### config.mk
export PLATFORM = sky130hd
export DESIGN_NAME = launcher_motor_command_ramp_core
export DESIGN_NICKNAME = d
export VERILOG_FILES = /design/src/design/lmcr_pkg.sv /design/src/design/launcher_motor_command_ramp_core.sv
export SDC_FILE = /design/constraint.sdc
export NUM_CORES = 1
export LEC_CHECK = 0
export ABC_AREA = 1
export BUFFER_PORTS_ARGS = -buffer_cell sky130_fd_sc_hd__buf_2
export CELL_PAD_IN_SITES_DETAIL_PLACEMENT = 1
export CELL_PAD_IN_SITES_GLOBAL_PLACEMENT = 1
export CORE_MARGIN = 2
export CORE_UTILIZATION = 40
export CTS_CLUSTER_SIZE = 25
export DETAILED_ROUTE_END_ITERATION = 6
export PLACE_DENSITY_LB_ADDON = 0.1
export SYNTH_ARGS = -nofsm -noshare
export SYNTH_HDL_FRONTEND = slang
export SYNTH_SLANG_ARGS = --single-unit
### constraint.sdc
create_clock -name clk -period 3.3 [get_ports clk]
set_input_delay 0.165 -clock clk [delete_from_list [all_inputs] [get_ports clk]]
set_output_delay 0.165 -clock clk [all_outputs]
set_load 0.1 [all_outputs]
### src/design/lmcr_pkg.sv
package lmcr_pkg;

	// Configuration register indexes.
	typedef enum logic [3:0] {
		REG_PUSHER_STICK_THR  = 4'd0,
		REG_MAG_STICK_THR     = 4'd1,
		REG_PUSHER_FWD_LIMIT  = 4'd2,
		REG_PUSHER_BACK_LIMIT = 4'd3,
		REG_MAG_LIMIT         = 4'd4,
		REG_PUSHER_FAST       = 4'd5,
		REG_PUSHER_SLOW       = 4'd6,
		REG_MAG_SPEED         = 4'd7
	} cfg_reg_t;

	localparam int unsigned CFG_INDEX_W = 4;
	localparam int unsigned CFG_DATA_W  = 15;
	localparam int unsigned IN_DATA_W   = 96;
	localparam int unsigned OUT_DATA_W  = 72;
	localparam int unsigned WHEEL_W     = 12;

	// Switch positions.
	localparam logic [1:0] SW_UP     = 2'd1;
	localparam logic [1:0] SW_DOWN   = 2'd2;
	localparam logic [1:0] SW_MIDDLE = 2'd3;

	// Pusher slow zones, in encoder counts.
	localparam logic signed [31:0] SLOW_ZONE_LO   = 32'sd3800;
	localparam logic signed [31:0] SLOW_ZONE_HI   = 32'sd4100;
	localparam logic signed [31:0] SLOW_ZONE_TAIL = 32'sd6900;

	// Friction wheel target for the high gear, picked by the right switch.
	function automatic logic [WHEEL_W-1:0] gear_high(input logic [1:0] rs);
		logic [WHEEL_W-1:0] v;
		unique case (rs)
			SW_UP:     v = 12'd3600;
			SW_MIDDLE: v = 12'd3590;
			SW_DOWN:   v = 12'd3580;
			default:   v = 12'd0;
		endcase
		return v;
	endfunction

	// Friction wheel target for the middle gear.
	function automatic logic [WHEEL_W-1:0] gear_mid(input logic [1:0] rs);
		logic [WHEEL_W-1:0] v;
		unique case (rs)
			SW_UP:     v = 12'd3100;
			SW_MIDDLE: v = 12'd3000;
			SW_DOWN:   v = 12'd2900;
			default:   v = 12'd0;
		endcase
		return v;
	endfunction

endpackage

### src/design/launcher_motor_command_ramp_core.sv
// Channel  | Direction | Signals                                 | Word
// ---------+-----------+-----------------------------------------+------------------------------
// s_axis   | in        | s_axis_tvalid/tready/tdata[95:0]        | one control tick
// m_axis   | out       | m_axis_tvalid/tready/tdata[71:0]        | wheel, pusher, magazine refs
// cfg      | in        | cfg_valid/ready, cfg_index[3:0],        | one register write
//          |           | cfg_data[14:0]                          |
//
// Every accepted tick sits in the input register while the compare and clamp logic works on
// it, and the result register loads the result when the input stage advances. A new word is
// accepted every cycle unless m_axis stalls; the wheel target and ramp state update as a
// word leaves the input register, so the following word already sees it.
// Reset (arst_n low) clears target and ramp to zero, empties both stages and loads
// the register defaults. A stall on m_axis holds the result and fills the input
// register before s_axis_tready drops.
module launcher_motor_command_ramp_core (
	input  logic                                  clk,
	input  logic                                  arst_n,
	// Fields from bit 0: left_switch[1:0], right_switch[3:2], magazine_stick[14:4],
	// pusher_stick[25:15], pusher_current[41:26], pusher_angle[73:42],
	// magazine_current[89:74], front_limit[90], rear_limit[91], zero fill[95:92].
	input  logic                                  s_axis_tvalid,
	output logic                                  s_axis_tready,
	input  logic [lmcr_pkg::IN_DATA_W-1:0]        s_axis_tdata,
	// Fields from bit 0: left_wheel_ref[12:0], right_wheel_ref[24:13],
	// wheel_target_out[36:25], pusher_speed[52:37], magazine_speed[68:53],
	// zero fill[71:69].
	output logic                                  m_axis_tvalid,
	input  logic                                  m_axis_tready,
	output logic [lmcr_pkg::OUT_DATA_W-1:0]       m_axis_tdata,
	input  logic                                  cfg_valid,
	output logic                                  cfg_ready,
	input  logic [lmcr_pkg::CFG_INDEX_W-1:0]      cfg_index,
	input  logic [lmcr_pkg::CFG_DATA_W-1:0]       cfg_data
);

	// Configuration registers.
	logic [9:0]  pusher_stick_thr_q;
	logic [9:0]  mag_stick_thr_q;
	logic [14:0] pusher_fwd_limit_q;
	logic [14:0] pusher_back_limit_q;
	logic [14:0] mag_limit_q;
	logic [14:0] pusher_fast_q;
	logic [14:0] pusher_slow_q;
	logic [14:0] mag_speed_q;

	// Wheel state.
	logic [lmcr_pkg::WHEEL_W-1:0] wheel_target_q;
	logic [lmcr_pkg::WHEEL_W-1:0] wheel_ramp_q;

	// Input register.
	logic                                valid_s1;
	logic [lmcr_pkg::IN_DATA_W-1:0]      data_s1;

	// Result register.
	logic                                out_valid_q;
	logic [lmcr_pkg::OUT_DATA_W-1:0]     out_data_q;

	logic advance;

	// Unpacked fields of the word in the input register.
	logic [1:0]         ls;
	logic [1:0]         rs;
	logic signed [10:0] mstick;
	logic signed [10:0] pstick;
	logic signed [15:0] pcur;
	logic signed [31:0] angle;
	logic signed [15:0] mcur;
	logic               front;
	logic               rear;

	logic               run;
	logic signed [16:0] mcur_x;
	logic signed [16:0] mabs;
	logic               mag_ok;
	logic signed [11:0] mthr_pos;
	logic signed [11:0] pthr_pos;
	logic               fwd;
	logic               back;
	logic               slow_zone;
	logic signed [15:0] pusher;
	logic signed [15:0] magazine;
	logic [lmcr_pkg::WHEEL_W-1:0] target_nxt;
	logic signed [13:0] ramp_step;
	logic [lmcr_pkg::WHEEL_W-1:0] ramp_nxt;
	logic signed [12:0] left_ref;

	assign cfg_ready = 1'b1;

	// The input stage moves on whenever the result register is free or being read.
	assign advance       = !out_valid_q || m_axis_tready;
	assign s_axis_tready = !valid_s1 || advance;

	assign m_axis_tvalid = out_valid_q;
	assign m_axis_tdata  = out_data_q;

	always_comb begin
		ls     = data_s1[1:0];
		rs     = data_s1[3:2];
		mstick = $signed(data_s1[14:4]);
		pstick = $signed(data_s1[25:15]);
		pcur   = $signed(data_s1[41:26]);
		angle  = $signed(data_s1[73:42]);
		mcur   = $signed(data_s1[89:74]);
		front  = data_s1[90];
		rear   = data_s1[91];
	end

	always_comb begin
		run = (ls == lmcr_pkg::SW_UP) || (ls == lmcr_pkg::SW_MIDDLE);

		// Magazine: only drive while the current magnitude stays under its limit.
		mcur_x   = 17'(mcur);
		mabs     = mcur_x[16] ? -mcur_x : mcur_x;
		mag_ok   = mabs < $signed({2'b00, mag_limit_q});
		mthr_pos = $signed({2'b00, mag_stick_thr_q});
		magazine = '0;
		if (mag_ok && (12'(mstick) < -mthr_pos)) begin
			magazine = $signed({1'b0, mag_speed_q});
		end else if (mag_ok && (12'(mstick) > mthr_pos)) begin
			magazine = -$signed({1'b0, mag_speed_q});
		end

		// Target: a stop position clears it, a zero right switch keeps it.
		target_nxt = wheel_target_q;
		priority if (ls == lmcr_pkg::SW_UP) begin
			if (rs != 2'd0) target_nxt = lmcr_pkg::gear_high(rs);
		end else if (ls == lmcr_pkg::SW_MIDDLE) begin
			if (rs != 2'd0) target_nxt = lmcr_pkg::gear_mid(rs);
		end else begin
			target_nxt = '0;
		end

		// Pusher: forward has priority over backward.
		pthr_pos  = $signed({2'b00, pusher_stick_thr_q});
		fwd       = (12'(pstick) > pthr_pos) &&
		            (17'(pcur) > -$signed({2'b00, pusher_fwd_limit_q})) && !front;
		back      = (12'(pstick) < -pthr_pos) &&
		            (17'(pcur) < $signed({2'b00, pusher_back_limit_q})) && !rear;
		slow_zone = ((angle > lmcr_pkg::SLOW_ZONE_LO) && (angle < lmcr_pkg::SLOW_ZONE_HI)) ||
		            (angle > lmcr_pkg::SLOW_ZONE_TAIL);
		pusher    = '0;
		priority if (fwd) begin
			pusher = slow_zone ? -$signed({1'b0, pusher_slow_q})
			                   : -$signed({1'b0, pusher_fast_q});
		end else if (back) begin
			pusher = $signed({1'b0, pusher_fast_q});
		end

		// Ramp steps by one, then is clamped to the range zero to the new target.
		ramp_step = run ? $signed({2'b00, wheel_ramp_q}) + 14'sd1
		                : $signed({2'b00, wheel_ramp_q}) - 14'sd1;
		priority if (ramp_step > $signed({2'b00, target_nxt})) begin
			ramp_nxt = target_nxt;
		end else if (ramp_step < 14'sd0) begin
			ramp_nxt = '0;
		end else begin
			ramp_nxt = ramp_step[lmcr_pkg::WHEEL_W-1:0];
		end

		left_ref = -$signed({1'b0, ramp_nxt});
	end

	always_ff @(posedge clk or negedge arst_n) begin
		if (!arst_n) begin
			pusher_stick_thr_q  <= 10'd110;
			mag_stick_thr_q     <= 10'd550;
			pusher_fwd_limit_q  <= 15'd4000;
			pusher_back_limit_q <= 15'd4500;
			mag_limit_q         <= 15'd5000;
			pusher_fast_q       <= 15'd30000;
			pusher_slow_q       <= 15'd5000;
			mag_speed_q         <= 15'd1000;
		end else if (cfg_valid && cfg_ready) begin
			unique case (cfg_index)
				lmcr_pkg::REG_PUSHER_STICK_THR:  pusher_stick_thr_q  <= cfg_data[9:0];
				lmcr_pkg::REG_MAG_STICK_THR:     mag_stick_thr_q     <= cfg_data[9:0];
				lmcr_pkg::REG_PUSHER_FWD_LIMIT:  pusher_fwd_limit_q  <= cfg_data;
				lmcr_pkg::REG_PUSHER_BACK_LIMIT: pusher_back_limit_q <= cfg_data;
				lmcr_pkg::REG_MAG_LIMIT:         mag_limit_q         <= cfg_data;
				lmcr_pkg::REG_PUSHER_FAST:       pusher_fast_q       <= cfg_data;
				lmcr_pkg::REG_PUSHER_SLOW:       pusher_slow_q       <= cfg_data;
				lmcr_pkg::REG_MAG_SPEED:         mag_speed_q         <= cfg_data;
				default: ;
			endcase
		end
	end

	always_ff @(posedge clk or negedge arst_n) begin
		if (!arst_n) begin
			valid_s1       <= 1'b0;
			out_valid_q    <= 1'b0;
			wheel_target_q <= '0;
			wheel_ramp_q   <= '0;
		end else begin
			if (s_axis_tready) begin
				valid_s1 <= s_axis_tvalid;
			end
			if (advance) begin
				out_valid_q <= valid_s1;
				if (valid_s1) begin
					wheel_target_q <= target_nxt;
					wheel_ramp_q   <= ramp_nxt;
				end
			end
		end
	end

	always_ff @(posedge clk) begin
		if (s_axis_tready && s_axis_tvalid) begin
			data_s1 <= s_axis_tdata;
		end
		if (advance && valid_s1) begin
			out_data_q <= {3'b000, magazine, pusher, target_nxt, ramp_nxt, left_ref};
		end
	end

endmodule
=== Word level (Yosys, flattened, before mapping) ===
Cells that the tools add are included.

* Register bits: 297
* Word-level logic and storage cells: 94
* Output and inout port bits: 75
* Input bits: 120

* Equality and inequality tests: 12
* Magnitude comparators: 12
* Mux-type cells: 15
* Bitwise logic cells: 1
* Reduce and logical (&&, ||, !) cells: 29
* Add/subtract/negate cells: 10

{| class="wikitable"
|+ Operator list
! kind !! count
|-
| $mux W12 || 6
|-
| $pmux W12 S3 || 2
|-
| $neg A15 Y16 || 3
|-
| $mux W15 || 3
|-
| $gt A32 B13 Y1 const B || 1
|-
| $gt A32 B14 Y1 const B || 1
|-
| $lt A32 B14 Y1 const B || 1
|-
| $mux W16 || 2
|-
| $lt A11 B12 Y1 || 2
|-
| $neg A10 Y12 || 2
|-
| $gt A11 B11 Y1 || 2
|-
| $reduce_and A2 Y1 || 9
|-
| $gt A16 B17 Y1 || 1
|-
| $lt A17 B16 Y1 || 1
|-
| $mux W17 || 1
|-
| $neg A15 Y17 || 1
|-
| $neg A16 Y17 || 1
|-
| $eq A4 B3 Y1 const B || 4
|-
| $lt A16 B16 Y1 || 1
|-
| $gt A14 B13 Y1 || 1
|-
| $lt A14 B1 Y1 const B || 1
|-
| $mux W14 || 1
|-
| $add A12 B1 Y13 const B || 1
|-
| $neg A12 Y13 || 1
|-
| 12 further kinds || 30
|}

=== Logic depth before layout (Yosys ltp) ===
Gate-level depths: netlist of the first run.

* Word-level depth: 8
* Mapped depth: 29
* Depth with buffers taken out: 28

=== Worst setup path before layout of the first run ===
OpenSTA, ideal clock, no wires.

* Kind: register -> register
* Start point: register out_valid_q, in the netlist m_axis_tvalid
* End point: register data_s1[0] in the netlist's numbering, enable pin
* Setup time: 0.445 ns
* Cell stages (with the launch flop): 4
* Path buffers: 0
* Clock period less this slack: 4.146 ns
* Slack: -0.846 ns
* Required time: 2.855 ns
* Data arrival time: 3.700 ns
* Cells stage by stage: dfrtp_1 nand3_1 nand2_1 inv_1

* Word-level cells in the longest chain between the ends: 4

{| class="wikitable"
|+ RTL lines
! what !! RTL line !! text
|-
| from (decl) || launcher_motor_command_ramp_core.sv:55 || <nowiki>logic out_valid_q;</nowiki>
|-
| from (signal assigned) || launcher_motor_command_ramp_core.sv:199 || <nowiki>out_valid_q <= valid_s1;</nowiki>
|-
| $logic_not A1 Y1 || launcher_motor_command_ramp_core.sv:90 || <nowiki>assign advance = !out_valid_q || m_axis_tready;</nowiki>
|-
| $logic_or A1 B1 Y1 || launcher_motor_command_ramp_core.sv:90 ||
|-
| $logic_or A1 B1 Y1 || launcher_motor_command_ramp_core.sv:91 || <nowiki>assign s_axis_tready = !valid_s1 || advance;</nowiki>
|-
| via s_axis_tready || launcher_motor_command_ramp_core.sv:22 || <nowiki>output logic s_axis_tready,</nowiki>
|-
| $logic_and A1 B1 Y1 || launcher_motor_command_ramp_core.sv:209 || <nowiki>if (s_axis_tready && s_axis_tvalid) begin</nowiki>
|-
| to (signal assigned) || launcher_motor_command_ramp_core.sv:210 || <nowiki>data_s1 <= s_axis_tdata;</nowiki>
|-
| to (decl) || launcher_motor_command_ramp_core.sv:52 || <nowiki>logic [lmcr_pkg::IN_DATA_W-1:0] data_s1;</nowiki>
|}

The timed path passes the listed nets, and every way through them passes these cells.
A chain may end at the register's enable or synchronous reset.

=== Final worst setup path of the first run ===
* Start point: register data_s1[0] in the netlist's numbering
* End point: register out_data_q, in the netlist m_axis_tdata[9] (data pin)

* Word-level cells in the longest chain between the ends: 7
* Elaborated cells between the ends (all ways): 11
* Classes of those cells: 1 x add/sub; 2 x order compare; 2 x eq/ne; 5 x mux; 1 x reduce/logical

{| class="wikitable"
|+ RTL lines
! what !! RTL line !! text
|-
| $eq A2 B1 Y1 / $eq A2 B2 Y1 (equally long branches) || launcher_motor_command_ramp_core.sv:109, launcher_motor_command_ramp_core.sv:125, launcher_motor_command_ramp_core.sv:127 ||
|-
| $logic_or A1 B1 Y1 || launcher_motor_command_ramp_core.sv:109 || <nowiki>run = (ls == lmcr_pkg::SW_UP) || (ls == lmcr_pkg::SW_MIDDLE);</nowiki>
|-
| $mux W14 || launcher_motor_command_ramp_core.sv:150 || <nowiki>ramp_step = run ? $signed({2'b00, wheel_ramp_q}) + 14'sd1</nowiki>
|-
| $lt A14 B1 Y1 || launcher_motor_command_ramp_core.sv:154 || <nowiki>end else if (ramp_step < 14'sd0) begin</nowiki>
|-
| $mux W12 || launcher_motor_command_ramp_core.sv:154 ||
|-
| $mux W12 * || launcher_motor_command_ramp_core.sv:152 || <nowiki>priority if (ramp_step > $signed({2'b00, target_nxt})) begin</nowiki>
|-
| $neg A12 Y13 * || launcher_motor_command_ramp_core.sv:160 || <nowiki>left_ref = -$signed({1'b0, ramp_nxt});</nowiki>
|-
| via left_ref[9] || launcher_motor_command_ramp_core.sv:85 || <nowiki>logic signed [12:0] left_ref;</nowiki>
|-
| to (signal assigned) || launcher_motor_command_ramp_core.sv:213 || <nowiki>out_data_q <= {3'b000, magazine, pusher, target_nxt, ramp_nxt, left_ref};</nowiki>
|-
| to (decl) || launcher_motor_command_ramp_core.sv:56 || <nowiki>logic [lmcr_pkg::OUT_DATA_W-1:0] out_data_q;</nowiki>
|}

Mark *: on every way through the listed nets, which the timed path passes. The rest lies on a longest branch.

==> results of run 1 <==
[worst max-delay path by stage]
stage                                     start          endpoint  cells after the start
final                                data_s1[0]   m_axis_tdata[9]                     23
after global routing                 data_s1[2]   m_axis_tdata[9]                     22
after CTS                 pusher_fwd_limit_q[0]  m_axis_tdata[50]                     21
after detailed placement            data_s1[74]  m_axis_tdata[59]                     21
after global placement              data_s1[74]  m_axis_tdata[59]                     21
after floorplan           pusher_fwd_limit_q[0]  m_axis_tdata[43]                     20
[cell usage after synthesis, drive strengths merged, types with 2 or more instances]
cell,number,area (sq um)
o22ai,3,18.8
nor3b,2,15.0
xor2,79,692
a21oi,59,299
o211ai,4,35.0
ha,115,1440
o21ai,157,786
xnor2,14,123
nor4,6,58.8
nand3b,4,30.0
a21o,2,15.0
nand2,406,1540
or2,6,37.5
nor3,47,265
o31ai,8,73.8
conb,2,7.51
dfrtp,93,2330
nand4,26,163
a31oi,2,12.5
nand3,122,658
buf,20,128
o21a,4,30.0
dfstp,43,1130
nor2,131,527
inv,237,890
clkbuf,34,128
edfxtp,160,4800
o2111ai,3,26.3
[state kept, by name, summed over array words and instances, names as in the netlist]
signal               cells
pusher_slow_q           15
pusher_fast_q           15
m_axis_tdata            68
mag_limit_q             15
m_axis_tvalid            1
pusher_back_limit_q     15
pusher_stick_thr_q      10
valid_s1                 1
pusher_fwd_limit_q      15
wheel_target_q          12
data_s1                 92
mag_speed_q             15
mag_stick_thr_q         10
wheel_ramp_q            12
[cell families after synthesis]
family | after synthesis
AOI/OAI and AO/OA | 245
xor gates and xnor gates | 93
adders and majority gates | 115
buffers and inverters | 291
DFF | 296
other | 2
and+or+nand+nor | 753
[what timing repair did]
action,4_1_cts,5_1_grt
hold buffers,111,0
gates cloned,4,0
pin swaps,89,89
setup buffers,56,40
resized for setup,190,209
hold endpoints to repair,191,0
setup endpoints to repair,60,68
[critical path, cell delays in order, from the launching register on]
cell,delay (ns)
edfxtp_1,0.47
buf_6,0.21
nand2_1,0.20
inv_1,0.11
o21ai_0,0.14
nand2_1,0.20
o21ai_1,0.24
ha_4,0.27
a21oi_2,0.17
o21a_1,0.16
nand2_2,0.06
nand2_2,0.06
nand2_2,0.06
nand2_4,0.12
buf_6,0.13
buf_8,0.14
nand3_4,0.09
nand3_4,0.15
buf_12,0.15
nand2_4,0.04
nor2_4,0.16
buf_4,0.15
nand4_1,0.13
nand2_1,0.12
[layout make-up]
type / count / area, sq um
fill: 4498 / 16500
sequential: 296 / 8270
multi-input combinational: 1210 / 8240
timing repair buffer: 531 / 4140
clock buffer: 56 / 1180
inverter: 237 / 913
tap: 525 / 657
clock inverter: 12 / 111
antenna: 3 / 7.51
[routing by layer]
layer / part of all wire / vias up / track usage
li1: - / 6994 / -
met1: 0.41 / 7341 / 0.316
met2: 0.51 / 357 / 0.448
met3: 0.040 / 130 / 0.0364
met4: 0.038 / 0 / 0.0770
met5: 0 / - / 0
[power breakdown]
part	switching (mW)	internal, mW
Clock	1.67	2.63
Combinational	7.07	4.43
Sequential	0.621	4.94
Total	9.36	12.0
==> flow_summary_export.csv, run 1 <==
group,metric,value,unit
global_route,grt_pass1_vias,15800,
floorplan,ios,195,
finish,drive_gt1_frac,0.339,
place,place_inst,2597,
clock_tree,htree_levels,2,
clock_tree,cts_tree,"built",
floorplan,initial_core_util,0.408,
finish,syn_to_final_growth,44.2,%
clock_tree,path_clk_slew,0.06,ns
worst_setup_path,critPathMaxFanout,14,
finish,post-route-util,0.588,
floorplan,fp.dieH,206,microns
worst_setup_path,worst-setup-path-type,"reg2reg",
synth,synth.distinct_cells,50,
worst_setup_path,worst_setup_path_end_kind,"flip-flop",
clock_tree,clk_latency,0.56,ns
worst_setup_path,cp.arrival,4.30,ns
timing,fin_hold_ws,0.232,ns
place,routabilityCongestion,0.864,
synth,synth_edf_count,160,
synth,synth_fa_ha_area_frac,0.0882,
place,post_dp_cell_area,18800,sq um
power_and_ir_drop,leakagePower,10.7,nW
routing,dr.pass1.iters,7,
floorplan,core_area,40000,sq um
routing,drt_iter0_markers,834,
finish,final_area,23500,sq um
worst_setup_path,rrSetupSlack,-0.58,ns
timing,min_period_over_period,1.18,
floorplan,dieWidth,206,microns
timing,finalHoldViolCount,0,
timing,maxSlewHeadroom,0.103,
clock_tree,clock-sinks,296,
routing,drc,0,
routing,vias_per_cell,5.16,
global_route,grt-ovfl-total,0,
global_route,grt_pass1_wl,83.3,mm
worst_setup_path,r2r-start,"data_s1[0]",
synth,muxShareOfSynthArea,0,
synth,syn_area_per_cell,9.09,sq um
status,violations,"negative setup slack",
timing,maxSlewViolCount,0,
timing,fin_skew,0.0152,ns
worst_hold_path,hold_path.class,"in2reg",
finish,final_cell_mix,"nand2_1, inv_1, buf_2",
synth,synthCells,1795,
worst_hold_path,min-delay-start,"cfg_index[1]",
clock_tree,clockRootBuffer,"clkbuf_16",
routing,ant_nets,0,
synth,seq_area_frac_synth,0.507,
global_route,grt_max_degree,84,
worst_setup_path,critPathLaunchType,"flip-flop",
place,numPortBuffers,186,
finish,nets,2548,
routing,wl_per_cell,20.3,microns
synth,synth_compound_area_frac,0.0812,
synth,ys_warn_count,0,
synth,synthXorXnorAreaFrac,0.0499,
synth,synth_ff_type,"edfxtp_1",
timing,tightest_slew,1.34,ns
synth,synthSimpleGateAreaFrac,0.203,
routing,route.vias.total,14800,
synth,synth_area,16300,sq um
worst_setup_path,reg2reg_to,"m_axis_tdata[9]",
global_route,antenna_found_initial,2,
synth,async_flop_share,0.459,
synth,synth_seq_cells,296,
worst_setup_path,required,3.72,ns
worst_hold_path,holdPathStages,5,
clock_tree,cts_buffers,37,
timing,setup_viol,67,
job,cap_violations,0,
status,outcome,"complete, but fails checks",
finish,finalNonFillerCells,2870,
clock_tree,cts.path.max_buffers,3,
worst_hold_path,hold_path_end,"pusher_fast_q[14]",
place,dp_hpwl,36.0,mm
power_and_ir_drop,peakVddDrop,0.516,mV
place,post-place-ws,-0.428,ns
finish,layout_commonest_cell,"nand2_1",
timing,setup-tns-final,-14.58,ns
power_and_ir_drop,power,21.4,mW
timing,fin_ws,-0.581,ns
timing,fin_crit,3.88,ns
power_and_ir_drop,power_density,908,nW/um^2
floorplan,rows,73,
global_route,grt_usage,0.252,
timing,rsz0062_at_grt,"yes",
floorplan,die_area,42400,sq um
timing,fmax,258,MHz
synth,synth_top_family_by_area,"simple AND/OR/NAND/NOR gates",
routing,drt-total-wl,58.4,mm
worst_setup_path,reg2reg_depth,23,
Power figures use the tool's default switching activity.
==> run 2, diff against run 1 <==
BUFFER_PORTS_ARGS = -buffer_cell sky130_fd_sc_hd__clkbuf_2   (was -buffer_cell sky130_fd_sc_hd__buf_2)
CORE_UTILIZATION = 41   (was 40)
==> flow_summary_export.csv, run 2 (synthesized netlist as in run 1, its figures left out) <==
group,metric,value,unit
status,outcome,"complete, but fails checks",
status,violations,"negative setup slack",
clock_tree,htree_levels,2,
timing,maxSlewViolCount,0,
floorplan,initial_core_util,0.413,
floorplan,dieWidth,203,microns
power_and_ir_drop,leakagePower,10.5,nW
place,routabilityCongestion,0.871,
clock_tree,path_clk_slew,0.06,ns
routing,ant_nets,0,
power_and_ir_drop,combinationalPowerShare,0.510,
power_and_ir_drop,power,19.8,mW
timing,fmax,277,MHz
global_route,antenna_found_initial,3,
power_and_ir_drop,p_int,11.2,mW
routing,drt-total-wl,54.7,mm
routing,drt_iter0_markers,642,
finish,regMostFlops,"data_s1",
power_and_ir_drop,peakVddDrop,0.446,mV
job,cap_violations,0,
timing,tightest_slew,1.04,ns
worst_setup_path,cp.arrival,3.92,ns
routing,route.vias.total,14500,
power_and_ir_drop,p_sw,8.66,mW
global_route,grt_pass1_vias,15300,
global_route,grt_use_met3,0.0363,
timing,min_period_over_period,1.10,
power_and_ir_drop,p_seq_frac,0.280,
worst_setup_path,worst-setup-path-type,"reg2reg",
global_route,grt_usage,0.251,
power_and_ir_drop,power.share.clock,0.209,
routing,dr.pass1.iters,5,
clock_tree,clk_latency,0.55,ns
timing,fin_ws,-0.316,ns
floorplan,core_area,39500,sq um
worst_setup_path,critPathMaxFanout,7,
timing,fin_crit,3.62,ns
global_route,met2_usage,0.458,
worst_setup_path,required,3.61,ns
worst_setup_path,critPathLaunchType,"flip-flop",
floorplan,ios,195,
global_route,busiest_layer,"met2",
floorplan,die_area,41400,sq um
finish,final_cell_mix,"nand2_1, inv_1, clkbuf_2",
clock_tree,cts_tree,"built",
floorplan,rows,73,
finish,layout_commonest_cell,"nand2_1",
clock_tree,clockRootBuffer,"clkbuf_16",
timing,finalHoldViolCount,0,
timing,setup_viol,39,
finish,largest_reg_flops,92,
worst_hold_path,hold_path.class,"in2reg",
clock_tree,cts.path.max_buffers,3,
clock_tree,cts_buffers,36,
routing,drc,0,
power_and_ir_drop,power_density,856,nW/um^2
finish,drive_gt1_frac,0.328,
timing,rsz0062_at_grt,"yes",
power_and_ir_drop,switching_share,0.437,
finish,syn_to_final_growth,41.9,%
floorplan,fp.dieH,203,microns
worst_setup_path,worst_setup_path_end_kind,"flip-flop",
finish,post-route-util,0.587,
global_route,grt_pass1_wl,81.0,mm
place,numPortBuffers,186,
timing,maxSlewHeadroom,0.307,
global_route,grt-ovfl-total,0,
place,place_inst,2582,
finish,finalNonFillerCells,2830,
global_route,gr-usage-met1,0.299,
clock_tree,clock-sinks,296,
routing,wl_per_cell,19.3,microns
routing,vias_per_cell,5.11,
place,dp_hpwl,34.6,mm
global_route,grt_max_degree,69,
timing,fin_skew,0.0255,ns
finish,nets,2510,
[run 2: cell types whose count changed in the layout (fill, tap and decap cells not counted), sizes merged, moves of 2 or more]
| cell | before | now |
|---|---|---|
| buf | 420 | 197 |
| bufinv | 2 | 4 |
| clkbuf | 56 | 239 |
| clkinv | 7 | 5 |
| clkinvlp | 1 | 3 |
| inv | 239 | 237 |
[run 2: stage by stage]
step,TNS [ns],instance area (sq um),setup slack (ns),hold WS (ns)
finish,-6.18,23100,-0.316,0.235
global route,-17.79,23100,-0.529,0.272
floorplan,0,16400,0.00426,-0.131
global placement,-9.06,18800,-0.400,0.341
CTS,-5.76,22400,-0.252,0.207
detailed placement,-13.74,18800,-0.488,0.344
[run 2: path summary, 6_finish.rpt]
path / cells after the start / to / slack [ns] / start
setup / recovery: 23 / m_axis_tdata[10] / -0.32 / wheel_ramp_q[6]
hold / removal: 6 / mag_speed_q[8] / 0.23 / cfg_index[0]
setup reg to reg: 23 / m_axis_tdata[10] / -0.32 / wheel_ramp_q[6]
hold reg to reg: 2 / pusher_back_limit_q[11] / 0.49 / pusher_back_limit_q[11]
max in group asynchronous: 3 / mag_speed_q[6] / 2.11 / arst_n
min in group asynchronous: 2 / mag_stick_thr_q[0] / 0.32 / arst_n
[run 2: power by group through the flow]
stage | sequential (mW) | clock, mW | combinational [mW]
final | 5.56 | 4.14 | 10.1
after global routing | 5.64 | 4.37 | 10.9
after CTS | 5.51 | 4.22 | 8.88
after detailed placement | 5.52 | 0 | 7.44
after global placement | 5.50 | 0 | 7.20
after floorplan | 7.16 | 0 | 3.40
[run 2: repair_timing]
action	4_1_cts	5_1_grt
setup endpoints to repair	48	62
endpoints found under the hold margin	195	0
gates cloned	4	0
hold buffers	112	0
setup buffers	40	27
pin swaps	88	92
gates resized for setup	226	138
[run 2: area by class of cell]
cell class                 count  area (sq um)
sequential                   296          8270
clock inverter                12           174
inverter                     237           907
multi-input combinational   1210          8240
clock buffer                  54          1050
antenna                        2          5.00
fill                        4401         16300
tap                          525           657
timing repair buffer         494          3830
[run 2: critical path, cell delays in order, from the launching register on]
cell and delay, ns:
dfrtp_1 0.48, inv_1 0.20, nor3_2 0.31, nand3_1 0.16, nand2_1 0.10, nand2_1 0.06, nand2_1 0.09, nand2_2 0.08
inv_2 0.09, ha_4 0.21, a21oi_2 0.14, o21a_1 0.14, nand2_1 0.07, nand2_1 0.08, nand2_2 0.06, nand2_4 0.11
buf_6 0.15, nand3_1 0.13, nand3_4 0.16, nand2_1 0.10, nor2_1 0.18, nand3_1 0.14, nand2_1 0.08, nand2_1 0.04
[run 2: metal layers]
metal | vias to the layer above | wire length [microns]
met5 | - | 0
met2 | 318 | 28400
li1 | 6902 | -
met4 | 0 | 1880
met3 | 116 | 1990
met1 | 7134 | 22400
==> run 3, diff against run 2 <==
PLACE_DENSITY = 0.86   (was not set)
PLACE_DENSITY_LB_ADDON = not set   (was 0.1)
==> flow_summary_export.csv, run 3 (synthesized netlist as in run 1, its figures left out) <==
group,metric,value,unit
floorplan,ios,195,
finish,syn_to_final_growth,46.4,%
clock_tree,cts.path.max_buffers,3,
global_route,grt_usage,0.326,
routing,drt_iter0_markers,1486,
routing,drc,0,
global_route,grt_max_degree,111,
power_and_ir_drop,power,22.7,mW
routing,drt-total-wl,78.1,mm
clock_tree,path_clk_slew,0.08,ns
clock_tree,clockRootBuffer,"clkbuf_16",
status,violations,"negative setup slack",
clock_tree,htree_levels,2,
place,post_dp_cell_area,18800,sq um
finish,drive_gt1_frac,0.353,
timing,maxSlewHeadroom,0.302,
place,dp_hpwl,36.3,mm
worst_setup_path,worst_setup_path_end_kind,"flip-flop",
worst_setup_path,rrSetupSlack,-0.89,ns
worst_setup_path,required,3.72,ns
worst_setup_path,reg2reg_to,"wheel_ramp_q[5]",
job,cap_violations,0,
worst_setup_path,slowest_stage,"dfrtp_1",
finish,post-route-util,0.605,
worst_setup_path,reg2reg_depth,25,
finish,layout_commonest_cell,"nand2_1",
floorplan,fp.dieH,203,microns
floorplan,core_area,39500,sq um
timing,min_period_over_period,1.27,
global_route,grt_pass1_vias,18000,
place,place_inst,2583,
routing,vias_per_cell,5.75,
worst_setup_path,critPathMaxFanout,6,
place,post-place-ws,-0.463,ns
timing,fin_ws,-0.890,ns
finish,largest_reg_flops,92,
worst_setup_path,slowest_delay,0.49,ns
global_route,grt_pass1_wl,103,mm
clock_tree,cts_tree,"built",
global_route,gr-usage-met1,0.346,
timing,fmax,239,MHz
clock_tree,clock-sinks,296,
worst_hold_path,hold_path.class,"in2async",
worst_setup_path,crit_path_frequent_cell,"nand2_2",
finish,final_area,23900,sq um
timing,finalHoldViolCount,0,
timing,fin_skew,0.0472,ns
global_route,antenna_found_initial,5,
global_route,met2_usage,0.602,
floorplan,rows,73,
worst_setup_path,r2r-start,"wheel_ramp_q[7]",
floorplan,die_area,41400,sq um
power_and_ir_drop,leakagePower,10.9,nW
clock_tree,cts_buffers,36,
global_route,grt_use_met3,0.0572,
worst_setup_path,critPathLaunchType,"flip-flop",
finish,regMostFlops,"data_s1",
finish,fillers,4360,
worst_setup_path,worst-setup-path-type,"reg2reg",
routing,dr.pass1.iters,6,
power_and_ir_drop,peakVddDrop,0.585,mV
floorplan,initial_core_util,0.413,
power_and_ir_drop,power_density,953,nW/um^2
worst_setup_path,cp.arrival,4.61,ns
global_route,busiest_layer,"met2",
global_route,grt-ovfl-total,0,
timing,maxSlewViolCount,0,
timing,setup-tns-final,-36.26,ns
timing,fin_crit,4.19,ns
routing,route.vias.total,16700,
clock_tree,clk_latency,0.59,ns
routing,wl_per_cell,27.0,microns
routing,ant_nets,0,
timing,rsz0062_at_grt,"yes",
floorplan,dieWidth,203,microns
finish,final_cell_mix,"nand2_1, inv_1, buf_4",
timing,tightest_slew,1.04,ns
timing,setup_viol,68,
place,numPortBuffers,186,
finish,finalNonFillerCells,2896,
place,routabilityCongestion,0.889,
timing,fin_hold_ws,0.0817,ns
finish,nets,2574,
status,outcome,"complete, but fails checks",
[run 3: cell count changes in the layout (fill, tap and decap cells not counted), moves of 7 or more]
| cell | previous run | this run |
|---|---|---|
| nand3_4 | 13 | 28 |
| o21ai_0 | 145 | 138 |
| nand3_2 | 29 | 19 |
| buf_4 | 151 | 198 |
| buf_6 | 31 | 44 |
[run 3: critical path, delay by kind of cell, from the launching register on]
kind | cells | cell delay, ns
AOI/OAI and AO/OA | 1 | 0.39
adders and majority gates | 1 | 0.24
buffers and inverters | 8 | 1.22
DFF | 1 | 0.49
and+or+nand+nor | 15 | 1.64
[run 3: routing by layer]
| metal | share of wire | wire length (microns) |
|---|---|---|
| met5 | 0.00017 | 13 |
| met4 | 0.080 | 6220 |
| met3 | 0.072 | 5630 |
| met2 | 0.51 | 39600 |
| met1 | 0.34 | 26700 |
[run 3: how the worst max path moves through the flow]
| stage | from | to | slack, ns | depth (start not counted) |
|---|---|---|---|---|
| after floorplan | pusher_fwd_limit_q[0] | m_axis_tdata[43] | 0.004 | 20 |
| after global placement | data_s1[74] | m_axis_tdata[68] | -0.19 | 19 |
| after detailed placement | data_s1[74] | m_axis_tdata[57] | -0.46 | 21 |
| after CTS | pusher_fwd_limit_q[0] | m_axis_tdata[40] | -0.40 | 21 |
| after global routing | data_s1[3] | wheel_ramp_q[5] | -0.99 | 25 |
| final | wheel_ramp_q[7] | wheel_ramp_q[5] | -0.89 | 25 |
[run 3: repair_timing]
item	4_1_cts	5_1_grt
hold endpoints to repair	159	0
hold buffers	111	0
pin swaps	101	98
resized for setup	204	226
setup buffers	100	42
setup endpoints to repair	54	68
gates cloned	3	1
[run 3: cell type report]
cell class                 instances  area [sq um]  area share
antenna                            4          10.0    0.000419
clock inverter                    15           189     0.00791
tap                              525           657      0.0275
multi-input combinational       1211          8390       0.351
sequential                       296          8270       0.346
timing repair buffer             557          4410       0.185
clock buffer                      51          1030      0.0431
inverter                         237           921      0.0386
[run 3: report_power, final]
| part | internal [mW] | leakage (nW) | switching [mW] |
|---|---|---|---|
| sequential | 4.95 | 3.16 | 0.782 |
| clock | 2.50 | 0.590 | 1.82 |
| combinational | 4.69 | 7.15 | 8.00 |
